--- src/design/swz_pkg.sv ---
`timescale 1ns / 1ps

package swz_pkg;

    // Window and channel geometry
    localparam int WINDOW_DEPTH  = 16;
    localparam int CHANNELS      = 5;
    localparam int Q88_CHANNELS  = 2;
    localparam int DATA_W        = 16;
    localparam int ROW_W         = CHANNELS * DATA_W;
    localparam int IDX_W         = (WINDOW_DEPTH > 1) ? $clog2(WINDOW_DEPTH) : 1;
    localparam int CNT_W         = $clog2(WINDOW_DEPTH + 1);
    localparam int CHAN_W        = $clog2(CHANNELS);

    // Arithmetic widths
    localparam int VAL_W   = DATA_W + 1;               // sign-extended sample
    localparam int SUM_W   = VAL_W + CNT_W;            // window sum, signed
    localparam int SQ_W    = 2 * DATA_W + CNT_W;       // sum of squares
    localparam int D_W     = SQ_W + CNT_W;             // n*Q - S*S
    localparam int FRAC_W  = 16;
    localparam int ROOT_W  = (D_W + FRAC_W + 1) / 2;   // root of D << 16
    localparam int X_W     = 2 * ROOT_W;
    localparam int NUM_W   = SUM_W + CNT_W;            // n*v - S, signed
    localparam int DIV_W   = NUM_W + FRAC_W;           // dividend |num| << 16
    localparam int MA_W    = SQ_W + 1;
    localparam int MB_W    = SUM_W;
    localparam int P_W     = MA_W + MB_W;
    localparam int STEP_W  = $clog2(DIV_W);
    localparam int CMP_W   = D_W + 32;
    localparam int Z_W     = 16;
    localparam int TOT_W   = 18;
    localparam int CNTR_W  = 32;

    // Configuration registers
    localparam int THR_W       = 18;
    localparam int FLOOR_W     = 16;
    localparam int CFG_IDX_W   = 1;
    localparam int CFG_DATA_W  = THR_W;
    localparam logic [CFG_IDX_W-1:0] CFG_SCORE_THRESHOLD = 1'd0;
    localparam logic [CFG_IDX_W-1:0] CFG_DEVIATION_FLOOR = 1'd1;
    localparam logic [THR_W-1:0]     THR_RESET   = 18'd2048;
    localparam logic [FLOOR_W-1:0]   FLOOR_RESET = 16'd66;

    typedef struct packed {
        logic signed [15:0] health_value;
        logic signed [15:0] loss_value;
        logic        [15:0] crc_errors;
        logic        [15:0] timeouts;
        logic        [15:0] device_faults;
    } swz_in_t;

    typedef struct packed {
        logic signed [15:0] health_zscore;
        logic signed [15:0] loss_z;
        logic signed [15:0] crc_z;
        logic signed [15:0] timeout_zscore;
        logic signed [15:0] fault_z;
        logic        [17:0] total_score;
        logic               scored;
        logic               anomaly_flag;
        logic        [31:0] anomaly_total;
    } swz_out_t;

endpackage

--- src/design/swz_ram.sv ---
`timescale 1ns / 1ps

module swz_ram #(
    parameter int WIDTH = 8,
    parameter int DEPTH = 16
) (
    input  logic                                       clk,
    input  logic                                       we,
    input  logic [((DEPTH > 1) ? $clog2(DEPTH) : 1)-1:0] waddr,
    input  logic [WIDTH-1:0]                           wdata,
    input  logic [((DEPTH > 1) ? $clog2(DEPTH) : 1)-1:0] raddr,
    output logic [WIDTH-1:0]                           rdata
);

    logic [WIDTH-1:0] mem_reg [DEPTH];
    logic [WIDTH-1:0] rdata_reg;

    // Write one row, read one row with registered data
    always_ff @(posedge clk)
    begin
        if (we)
        begin
            mem_reg[waddr] <= wdata;
        end
        rdata_reg <= mem_reg[raddr];
    end

    assign rdata = rdata_reg;

endmodule

--- src/design/sliding_window_zscore_anomaly_unit.sv ---
`timescale 1ns / 1ps
// Sliding-window z-score anomaly unit.
// Input channel (in_valid / in_stall / in_data) takes one telemetry sample of
// five metrics per request; output channel (out_valid / out_stall / out_data)
// returns one result per request: five Q8.8 z-scores, their absolute sum, the
// scored and anomaly flags and the saturating anomaly count.
// Config port (cfg_we / cfg_index / cfg_data) writes score_threshold (index 0)
// or deviation_floor (index 1); write only while idle.
// One request is worked at a time; in_stall is high while it is in progress.
// While the window holds two samples or fewer, a request is not scored. Once
// scoring, each channel streams the window through the shared multiplier;
// when its deviation is below the floor or zero the channel is closed there,
// otherwise it goes on through the 29-step square root and the 43-step
// divider before the next channel starts.
// Reset clears the window fill, write pointer, last scores and counter and
// loads the register defaults; the window RAM needs no clearing.
// A result waiting under out_stall is held in the output register; the next
// request is accepted meanwhile and only waits at the end if it is still held.

module sliding_window_zscore_anomaly_unit (
    input  logic                              clk,
    input  logic                              rst_n,
    input  logic                              in_valid,
    output logic                              in_stall,
    input  swz_pkg::swz_in_t                  in_data,
    output logic                              out_valid,
    input  logic                              out_stall,
    output swz_pkg::swz_out_t                 out_data,
    input  logic                              cfg_we,
    input  logic [swz_pkg::CFG_IDX_W-1:0]     cfg_index,
    input  logic [swz_pkg::CFG_DATA_W-1:0]    cfg_data
);

    import swz_pkg::*;

    typedef enum logic [11:0] {
        ST_IDLE   = 12'b0000_0000_0001,
        ST_ACC    = 12'b0000_0000_0010,
        ST_MUL_NQ = 12'b0000_0000_0100,
        ST_MUL_SS = 12'b0000_0000_1000,
        ST_MUL_FN = 12'b0000_0001_0000,
        ST_MUL_FF = 12'b0000_0010_0000,
        ST_MUL_NV = 12'b0000_0100_0000,
        ST_TEST   = 12'b0000_1000_0000,
        ST_SQRT   = 12'b0001_0000_0000,
        ST_DIV    = 12'b0010_0000_0000,
        ST_WRITE  = 12'b0100_0000_0000,
        ST_DONE   = 12'b1000_0000_0000
    } state_t;

    state_t                    state_reg, state_next;
    logic [CHAN_W-1:0]         chan_reg, chan_next;
    logic [ROW_W-1:0]          smp_reg, smp_next;
    logic [CNT_W-1:0]          rd_cnt_reg, rd_cnt_next;
    logic [CNT_W-1:0]          acc_cnt_reg, acc_cnt_next;
    logic                      v1_reg, v1_next;
    logic                      v2_reg, v2_next;
    logic signed [VAL_W-1:0]   w_reg, w_next;
    logic signed [SUM_W-1:0]   sum_reg, sum_next;
    logic [SQ_W-1:0]           sq_reg, sq_next;
    logic signed [P_W-1:0]     prod_reg;
    logic [D_W-1:0]            d_reg, d_next;
    logic [D_W-1:0]            f_reg, f_next;
    logic                      neg_reg, neg_next;
    logic [NUM_W-1:0]          mag_reg, mag_next;
    logic [X_W-1:0]            x_reg, x_next;
    logic [X_W-1:0]            r_reg, r_next;
    logic [X_W-1:0]            bit_reg, bit_next;
    logic [STEP_W-1:0]         step_reg, step_next;
    logic [DIV_W-1:0]          dd_reg, dd_next;
    logic [ROOT_W:0]           rem_reg, rem_next;
    logic [DIV_W-1:0]          q_reg, q_next;
    logic signed [Z_W-1:0]     zs_reg [CHANNELS];
    logic [TOT_W-1:0]          tot_acc_reg, tot_acc_next;
    logic [TOT_W-1:0]          total_reg, total_next;
    logic                      scored_reg, scored_next;
    logic                      flag_reg, flag_next;
    logic [CNTR_W-1:0]         cnt_reg, cnt_next;
    logic [IDX_W-1:0]          wr_idx_reg, wr_idx_next;
    logic [CNT_W-1:0]          fill_reg, fill_next;
    logic [THR_W-1:0]          thr_reg;
    logic [FLOOR_W-1:0]        floor_reg;
    logic                      out_valid_reg, out_valid_next;
    swz_out_t                  out_reg, out_next;

    logic [ROW_W-1:0]          ram_rdata;
    logic                      ram_we;
    logic signed [MA_W-1:0]    mul_a;
    logic signed [MB_W-1:0]    mul_b;
    logic signed [P_W-1:0]     mul_p;
    logic signed [VAL_W-1:0]   w_cur;
    logic signed [VAL_W-1:0]   v_cur;
    logic signed [NUM_W-1:0]   num;
    logic [CMP_W-1:0]          d_sh;
    logic [D_W-1:0]            f_sh;
    logic                      below;
    logic [X_W:0]              sq_try;
    logic [ROOT_W:0]           div_try;
    logic [Z_W-1:0]            q_cap;
    logic signed [Z_W-1:0]     z_val;
    logic                      z_we;

    // Pick one channel out of a row, sign-extending the Q8.8 channels
    function automatic logic signed [VAL_W-1:0] chan_val(
        input logic [ROW_W-1:0]  row,
        input logic [CHAN_W-1:0] ch
    );
        logic [DATA_W-1:0] raw;
        raw = row[ch*DATA_W +: DATA_W];
        if (32'(ch) < Q88_CHANNELS)
        begin
            return signed'({raw[DATA_W-1], raw});
        end
        return signed'({1'b0, raw});
    endfunction

    swz_ram #(
        .WIDTH (ROW_W),
        .DEPTH (WINDOW_DEPTH)
    ) u_window (
        .clk   (clk),
        .we    (ram_we),
        .waddr (wr_idx_reg),
        .wdata (smp_reg),
        .raddr (rd_cnt_reg[IDX_W-1:0]),
        .rdata (ram_rdata)
    );

    assign w_cur = chan_val(ram_rdata, chan_reg);
    assign v_cur = chan_val(smp_reg, chan_reg);
    assign ram_we = (state_reg == ST_WRITE);

    // Shared multiplier operand select
    always_comb
    begin
        mul_a = '0;
        mul_b = '0;
        case (state_reg)
            ST_ACC:
            begin
                mul_a = MA_W'(w_cur);
                mul_b = MB_W'(w_cur);
            end
            ST_MUL_NQ:
            begin
                mul_a = signed'(MA_W'(sq_reg));
                mul_b = signed'(MB_W'(fill_reg));
            end
            ST_MUL_SS:
            begin
                mul_a = MA_W'(sum_reg);
                mul_b = sum_reg;
            end
            ST_MUL_FN:
            begin
                mul_a = signed'(MA_W'(floor_reg));
                mul_b = signed'(MB_W'(fill_reg));
            end
            ST_MUL_FF:
            begin
                mul_a = signed'(MA_W'(prod_reg[MB_W-1:0]));
                mul_b = signed'(prod_reg[MB_W-1:0]);
            end
            ST_MUL_NV:
            begin
                mul_a = MA_W'(v_cur);
                mul_b = signed'(MB_W'(fill_reg));
            end
            default:
            begin
                mul_a = '0;
                mul_b = '0;
            end
        endcase
    end

    assign mul_p = mul_a * mul_b;

    // Deviation floor test and numerator
    assign num   = signed'(prod_reg[NUM_W-1:0]) - NUM_W'(sum_reg);
    assign d_sh  = (32'(chan_reg) < Q88_CHANNELS) ? (CMP_W'(d_reg) << 16)
                                                    : (CMP_W'(d_reg) << 32);
    assign f_sh  = (32'(chan_reg) < Q88_CHANNELS) ? (f_reg >> 16) : (f_reg >> 32);
    assign below = (d_reg <= f_sh) && (d_sh < CMP_W'(f_reg));

    // Square root and divider step values
    assign sq_try  = {1'b0, r_reg} + {1'b0, bit_reg};
    assign div_try = {rem_reg[ROOT_W-1:0], dd_reg[DIV_W-1]};

    // Saturate the quotient into a Q8.8 z-score
    always_comb
    begin
        if (neg_reg)
        begin
            q_cap = (q_reg > DIV_W'(32768)) ? Z_W'(32768) : q_reg[Z_W-1:0];
        end
        else
        begin
            q_cap = (q_reg > DIV_W'(32767)) ? Z_W'(32767) : q_reg[Z_W-1:0];
        end
    end

    // Sequencer
    always_comb
    begin
        state_next     = state_reg;
        chan_next      = chan_reg;
        smp_next       = smp_reg;
        rd_cnt_next    = rd_cnt_reg;
        acc_cnt_next   = acc_cnt_reg;
        v1_next        = 1'b0;
        v2_next        = v1_reg;
        w_next         = w_reg;
        sum_next       = sum_reg;
        sq_next        = sq_reg;
        d_next         = d_reg;
        f_next         = f_reg;
        neg_next       = neg_reg;
        mag_next       = mag_reg;
        x_next         = x_reg;
        r_next         = r_reg;
        bit_next       = bit_reg;
        step_next      = step_reg;
        dd_next        = dd_reg;
        rem_next       = rem_reg;
        q_next         = q_reg;
        tot_acc_next   = tot_acc_reg;
        total_next     = total_reg;
        scored_next    = scored_reg;
        flag_next      = flag_reg;
        cnt_next       = cnt_reg;
        wr_idx_next    = wr_idx_reg;
        fill_next      = fill_reg;
        out_next       = out_reg;
        out_valid_next = out_valid_reg && out_stall;
        z_val          = '0;
        z_we           = 1'b0;

        case (state_reg)
            ST_IDLE:
            begin
                if (in_valid)
                begin
                    smp_next     = {in_data.device_faults, in_data.timeouts,
                                    in_data.crc_errors, in_data.loss_value,
                                    in_data.health_value};
                    scored_next  = (fill_reg > CNT_W'(2));
                    flag_next    = 1'b0;
                    chan_next    = '0;
                    tot_acc_next = '0;
                    rd_cnt_next  = '0;
                    acc_cnt_next = '0;
                    sum_next     = '0;
                    sq_next      = '0;
                    state_next   = (fill_reg > CNT_W'(2)) ? ST_ACC : ST_WRITE;
                end
            end
            ST_ACC:
            begin
                // Stream the window through the multiplier
                if (rd_cnt_reg < fill_reg)
                begin
                    rd_cnt_next = rd_cnt_reg + 1'b1;
                    v1_next     = 1'b1;
                end
                if (v1_reg)
                begin
                    w_next = w_cur;
                end
                if (v2_reg)
                begin
                    sum_next     = sum_reg + SUM_W'(w_reg);
                    sq_next      = sq_reg + prod_reg[SQ_W-1:0];
                    acc_cnt_next = acc_cnt_reg + 1'b1;
                end
                if (acc_cnt_reg == fill_reg)
                begin
                    state_next = ST_MUL_NQ;
                end
            end
            ST_MUL_NQ:
            begin
                state_next = ST_MUL_SS;
            end
            ST_MUL_SS:
            begin
                d_next     = prod_reg[D_W-1:0];
                state_next = ST_MUL_FN;
            end
            ST_MUL_FN:
            begin
                d_next     = d_reg - prod_reg[D_W-1:0];
                state_next = ST_MUL_FF;
            end
            ST_MUL_FF:
            begin
                state_next = ST_MUL_NV;
            end
            ST_MUL_NV:
            begin
                f_next     = prod_reg[D_W-1:0];
                state_next = ST_TEST;
            end
            ST_TEST:
            begin
                neg_next = num[NUM_W-1];
                mag_next = num[NUM_W-1] ? NUM_W'(-num) : NUM_W'(num);
                if (below || (d_reg == '0))
                begin
                    z_we = 1'b1;
                end
                else
                begin
                    x_next     = X_W'({d_reg, {FRAC_W{1'b0}}});
                    r_next     = '0;
                    bit_next   = X_W'(1) << (X_W - 2);
                    step_next  = '0;
                    state_next = ST_SQRT;
                end
            end
            ST_SQRT:
            begin
                // One root bit per cycle
                if ({1'b0, x_reg} >= sq_try)
                begin
                    x_next = x_reg - sq_try[X_W-1:0];
                    r_next = (r_reg >> 1) + bit_reg;
                end
                else
                begin
                    r_next = r_reg >> 1;
                end
                bit_next  = bit_reg >> 2;
                step_next = step_reg + 1'b1;
                if (step_reg == STEP_W'(ROOT_W - 1))
                begin
                    dd_next    = DIV_W'({mag_reg, {FRAC_W{1'b0}}});
                    rem_next   = '0;
                    q_next     = '0;
                    step_next  = '0;
                    state_next = ST_DIV;
                end
            end
            ST_DIV:
            begin
                // One quotient bit per cycle
                if (div_try >= {1'b0, r_reg[ROOT_W-1:0]})
                begin
                    rem_next = div_try - {1'b0, r_reg[ROOT_W-1:0]};
                    q_next   = {q_reg[DIV_W-2:0], 1'b1};
                end
                else
                begin
                    rem_next = div_try;
                    q_next   = {q_reg[DIV_W-2:0], 1'b0};
                end
                dd_next   = dd_reg << 1;
                step_next = step_reg + 1'b1;
                if (step_reg == STEP_W'(DIV_W - 1))
                begin
                    state_next = ST_DONE;
                end
            end
            ST_WRITE:
            begin
                // Commit the scores when scored and push the sample into the window
                if (scored_reg)
                begin
                    total_next = tot_acc_reg;
                    if (tot_acc_reg > thr_reg)
                    begin
                        flag_next = 1'b1;
                        if (cnt_reg != '1)
                        begin
                            cnt_next = cnt_reg + 1'b1;
                        end
                    end
                end
                wr_idx_next = (wr_idx_reg == IDX_W'(WINDOW_DEPTH - 1)) ? '0
                                                                       : wr_idx_reg + 1'b1;
                if (fill_reg < CNT_W'(WINDOW_DEPTH))
                begin
                    fill_next = fill_reg + 1'b1;
                end
                state_next = ST_DONE;
            end
            ST_DONE:
            begin
                if (!scored_reg || (chan_reg == CHAN_W'(CHANNELS)))
                begin
                    // Hand the result to the output register
                    if (!out_valid_reg || !out_stall)
                    begin
                        out_next.health_zscore  = zs_reg[0];
                        out_next.loss_z         = zs_reg[1];
                        out_next.crc_z          = zs_reg[2];
                        out_next.timeout_zscore = zs_reg[3];
                        out_next.fault_z        = zs_reg[4];
                        out_next.total_score    = total_reg;
                        out_next.scored         = scored_reg;
                        out_next.anomaly_flag   = flag_reg;
                        out_next.anomaly_total  = cnt_reg;
                        out_valid_next          = 1'b1;
                        state_next              = ST_IDLE;
                    end
                end
                else
                begin
                    // Divider finished for this channel
                    z_val = neg_reg ? Z_W'(-q_cap) : q_cap;
                    z_we  = 1'b1;
                end
            end
            default:
            begin
                state_next = ST_IDLE;
            end
        endcase

        // Close one channel: add |z|, then advance or finish
        if (z_we)
        begin
            tot_acc_next = tot_acc_reg + TOT_W'(z_val == '0 ? Z_W'(0) : q_cap);
            rd_cnt_next  = '0;
            acc_cnt_next = '0;
            sum_next     = '0;
            sq_next      = '0;
            if (chan_reg == CHAN_W'(CHANNELS - 1))
            begin
                chan_next  = CHAN_W'(CHANNELS);
                state_next = ST_WRITE;
            end
            else
            begin
                chan_next  = chan_reg + 1'b1;
                state_next = ST_ACC;
            end
        end
    end

    // Control and payload registers
    always_ff @(posedge clk or negedge rst_n)
    begin
        if (!rst_n)
        begin
            state_reg     <= ST_IDLE;
            v1_reg        <= 1'b0;
            v2_reg        <= 1'b0;
            total_reg     <= '0;
            cnt_reg       <= '0;
            wr_idx_reg    <= '0;
            fill_reg      <= '0;
            thr_reg       <= THR_RESET;
            floor_reg     <= FLOOR_RESET;
            out_valid_reg <= 1'b0;
            chan_reg      <= '0;
            scored_reg    <= 1'b0;
            flag_reg      <= 1'b0;
            for (int i = 0; i < CHANNELS; i++)
            begin
                zs_reg[i] <= '0;
            end
        end
        else
        begin
            state_reg     <= state_next;
            v1_reg        <= v1_next;
            v2_reg        <= v2_next;
            total_reg     <= total_next;
            cnt_reg       <= cnt_next;
            wr_idx_reg    <= wr_idx_next;
            fill_reg      <= fill_next;
            out_valid_reg <= out_valid_next;
            chan_reg      <= chan_next;
            scored_reg    <= scored_next;
            flag_reg      <= flag_next;
            if (z_we)
            begin
                zs_reg[chan_reg] <= z_val;
            end
            // Register writes
            if (cfg_we)
            begin
                case (cfg_index)
                    CFG_SCORE_THRESHOLD: thr_reg   <= cfg_data[THR_W-1:0];
                    CFG_DEVIATION_FLOOR: floor_reg <= cfg_data[FLOOR_W-1:0];
                    default:             thr_reg   <= thr_reg;
                endcase
            end
        end
    end

    always_ff @(posedge clk)
    begin
        smp_reg     <= smp_next;
        rd_cnt_reg  <= rd_cnt_next;
        acc_cnt_reg <= acc_cnt_next;
        w_reg       <= w_next;
        sum_reg     <= sum_next;
        sq_reg      <= sq_next;
        prod_reg    <= mul_p;
        d_reg       <= d_next;
        f_reg       <= f_next;
        neg_reg     <= neg_next;
        mag_reg     <= mag_next;
        x_reg       <= x_next;
        r_reg       <= r_next;
        bit_reg     <= bit_next;
        step_reg    <= step_next;
        dd_reg      <= dd_next;
        rem_reg     <= rem_next;
        q_reg       <= q_next;
        tot_acc_reg <= tot_acc_next;
        out_reg     <= out_next;
    end

    assign in_stall  = (state_reg != ST_IDLE);
    assign out_valid = out_valid_reg;
    assign out_data  = out_reg;

endmodule
--- config.mk ---
export PLATFORM = sky130hd
export DESIGN_NAME = sliding_window_zscore_anomaly_unit
export DESIGN_NICKNAME = d
export VERILOG_FILES = /design/src/design/swz_pkg.sv /design/src/design/swz_ram.sv /design/src/design/sliding_window_zscore_anomaly_unit.sv
export SDC_FILE = /design/constraint.sdc
export NUM_CORES = 2
export LEC_CHECK = 0
export BUFFER_PORTS_ARGS = -buffer_cell sky130_fd_sc_hd__buf_4
export CAP_MARGIN = 20
export CORE_MARGIN = 1.5
export CORE_UTILIZATION = 50
export CTS_CLUSTER_SIZE = 30
export DETAILED_ROUTE_END_ITERATION = 10
export PLACE_DENSITY_LB_ADDON = 0.08
export SETUP_SLACK_MARGIN = 0.5
export SLEW_MARGIN = 40
export SYNTH_ARGS = -nofsm -noshare
export SYNTH_HDL_FRONTEND = slang
export SYNTH_SLANG_ARGS = --single-unit
--- constraint.sdc ---
create_clock -name clk -period 12.2 [get_ports clk]
set_clock_uncertainty 0.15 [all_clocks]
set_input_delay 1.83 -clock clk [delete_from_list [all_inputs] [get_ports clk]]
set_output_delay 1.83 -clock clk [all_outputs]
set_load 0.02 [all_outputs]
==> results.json <==
{
  "clk_pin_slew_worst_paths_ns": 0.06,
  "routed_wl_mm": 345,
  "slowest_delay_ns": 0.75,
  "synth_cell_type_count": 109,
  "finalPower_uw": 22100,
  "cp_num_buf_inv": 8,
  "drt_iter0_drc": 7370,
  "crit_type": "flip-flop to flip-flop",
  "wl_per_cell_um": 26.2,
  "synth_xor_area_frac": 0.0298,
  "fillCellCount": 20100,
  "via_count": 78700,
  "finalSetupTns_ns": 0,
  "fin_crit_ns": 11.12,
  "cp-start-kind": "flip-flop",
  "worst_pin_slew_ns": 0.876,
  "instances_no_fill": 13200,
  "dr.pass1.iters": 5,
  "seq_area_frac_synth": 0.530,
  "clkLatencyLatePin_ns": 0.93,
  "die_x_um": 500,
  "switching_share": 0.301,
  "fin_crit_sh": 0.911,
  "comb_power_share": 0.217,
  "grt_max_degree": 92,
  "synth_async_sr_flop_share": 0.0849,
  "antenna_found_initial": 10,
  "maxCapViolations": 0,
  "arrival_ns": 11.67,
  "setup_viol": 0,
  "cts_sinks": 2273,
  "coreArea_um2": 245000,
  "die_area_um2": 250000,
  "cts_hold_buf": 0,
  "drive_above_1_share": 0.136,
  "largest_reg_flops": 1280,
  "cp_slowest_cell": "dfrtp_4",
  "global_route.usage.total": 0.277,
  "syn_to_final_growth_pct": 11.4,
  "leakage_uw": 0.0526,
  "holdCritPathClass": "flip-flop to flip-flop",
  "synth_top_family_by_area": "adder cells",
  "fp.dieH_um": 500,
  "p_switching_uw": 6650,
  "grt_first_pass_wirelength_mm": 515,
  "ctsRootBufferMaster": "clkbuf_16",
  "io_buffers": 237,
  "synthAdderAreaFrac": 0.146,
  "muxShareOfSynthArea": 0.0815,
  "initial_core_util": 0.502,
  "rsz0062_at_grt": "false",
  "post_cts_buffers": 0,
  "ios": 238,
  "critPathMaxFanout": 27,
  "cts_made_buffers": 234,
  "final-hold-violation-count": 0,
  "synth_nets": 10700,
  "synthCells": 9521,
  "synth_simple_gate_area_frac": 0.0864,
  "htreeDepth": 4,
  "gp_congestion": 0.910,
  "clockBufferDepth": 3,
  "required_ns": 12.75,
  "fin_util": 0.559,
  "cts_tree": "done",
  "cpMostUsedCell": "fa_1",
  "dp_cells": 12700,
  "grt_pass1_vias": 79400,
  "syn_avg_cell_area_um2": 12.9,
  "vias_per_cell": 5.97,
  "peakVddDrop_uv": 174,
  "grt.overflow.total": 0,
  "p_int_uw": 15500,
  "status": "completed",
  "fmax_ghz": 0.0899,
  "yosysWarnings": 0,
  "cp_top_family": "adder cells",
  "ys_ff_latch": 2273,
  "layout.nets": 11000,
  "end_kind": "flip-flop",
  "relSlewSlack": 0.413,
  "rows": 182,
  "synth_compound_area_frac": 0.0832,
  "postRouteAntennaNets": 0,
  "synth-main-ff-cell": "edfxtp_1",
  "synth_area_um2": 123000,
  "power_frac_clock": 0.331,
  "dp_hpwl_mm": 236,
  "synth_edf_count": 1889,
  "cts_resized": 0,
  "pwr-share-seq": 0.452,
  "cellPowerDensity_nw_per_um2": 161,
  "drt_drc_violations_left": 0,
  "slew_violations": 0
}
[final timing paths]
check	start	to	slack [ns]	cells past startpoint
setup / recovery	chan_reg[0]$_DFFE_PN0P_	prod_reg[39]$_DFF_P_	1.08	35
hold reg to reg	total_reg[13]$_DFFE_PN0P_	out_data[47]$_DFFE_PP_	0.21	0
min in group asynchronous	rst_n	cnt_reg[4]$_DFFE_PN0P_	0.75	1
hold / removal	total_reg[13]$_DFFE_PN0P_	out_data[47]$_DFFE_PP_	0.21	0
max in group asynchronous	rst_n	floor_reg[11]$_DFFE_PN0P_	9.41	3
setup reg to reg	chan_reg[0]$_DFFE_PN0P_	prod_reg[39]$_DFF_P_	1.08	35
[layout make-up]
cell class	instances	area (µm²)	share of cell area
sequential	2273	65400	0.476
timing repair buffer	391	3260	0.0237
inverter	1002	3770	0.0275
tap	3220	4030	0.0293
clock buffer	319	6480	0.0472
antenna	4	10.0	0.0000729
clock inverter	124	1480	0.0108
multi-input combinational	5857	52900	0.385
[power groups by stage]
stage	logic (µW)	registers [µW]	clock network, µW
2_1_floorplan	3530	9690	0
3_3_place_gp	4730	10100	0
3_5_place_dp	4800	10100	0
4_1_cts	4830	9990	7440
5_1_grt	5230	10000	7720
6_report	4810	10000	7320
[placed cells by master, fill, tap and decap left out, types with 32 or more instances in the layout]
| master | count |
|---|---|
| dfxtp_1 | 187 |
| clkbuf_16 | 239 |
| xor2_1 | 170 |
| o31ai_1 | 53 |
| xnor2_1 | 245 |
| o21bai_1 | 53 |
| nand4_1 | 70 |
| nor2b_1 | 60 |
| a22oi_1 | 70 |
| ha_1 | 508 |
| dfrtp_1 | 186 |
| edfxtp_1 | 1889 |
| a21o_1 | 161 |
| nand3_1 | 112 |
| clkbuf_1 | 60 |
| nor3_1 | 94 |
| fa_1 | 581 |
| nor4_1 | 40 |
| clkinv_1 | 35 |
| and2_1 | 132 |
| nand2_1 | 937 |
| a21oi_1 | 364 |
| o21a_1 | 32 |
| a211oi_1 | 71 |
| o21ai_0 | 381 |
| mux2_2 | 55 |
| clkinv_2 | 49 |
| mux4_2 | 404 |
| inv_1 | 985 |
| or3_1 | 55 |
| a31oi_1 | 80 |
| buf_4 | 344 |
| nor2_1 | 520 |
| nand2b_1 | 53 |
| and3_1 | 48 |
[cell usage after synthesis, types with 162 or more instances]
master,count,area [µm²]
a21o_1,162,1220
a21oi_1,368,1840
clkbuf_1,300,1130
dfrtp_1,189,4730
dfxtp_1,191,3820
edfxtp_1,1889,56700
fa_1,581,11600
ha_1,508,6360
inv_1,987,3700
mux4_2,404,9100
nand2_1,944,3540
nor2_1,523,1960
o21ai_0,384,1920
xnor2_1,245,2150
xor2_1,170,1490
[cells by family after synthesis]
logic type      Yosys count
buf+inv                1391
mux                     491
flops                  2273
xor+xnor                417
compound gates         1577
fa+ha+maj              1089
simple gates           2283
[layer usage]
| layer | up-vias | wire, µm | track usage |
|---|---|---|---|
| met1 | 40500 | 155000 | 0.412 |
| met3 | 506 | 24500 | 0.0384 |
| met2 | 2925 | 156000 | 0.427 |
| li1 | 34800 | - | - |
| met5 | - | 0 | 0 |
| met4 | 0 | 9670 | 0.0743 |
[worst register-to-register path: cells and delay by family (launching register included)]
family,cells,cell delay (ns)
AO/OA/AOI/OAI,11,2.31
XOR/XNOR,1,0.16
multiplexers,1,0.46
flip-flops,1,0.75
AND/OR/NAND/NOR,6,1.50
adder cells (fa/ha/maj),8,3.95
buffers and inverters,8,1.68
[metrics by stage]
step	instance area, µm²	hold slack (ns)	setup WS [ns]
after global placement	129000	0.202	0.775
final	137000	0.211	1.08
after floorplan	123000	0.196	1.14
after CTS	137000	0.204	1.02
after detailed placement	129000	0.218	1.10
after global routing	137000	0.220	0.587
No activity file was read; power rests on OpenSTA's default activity.
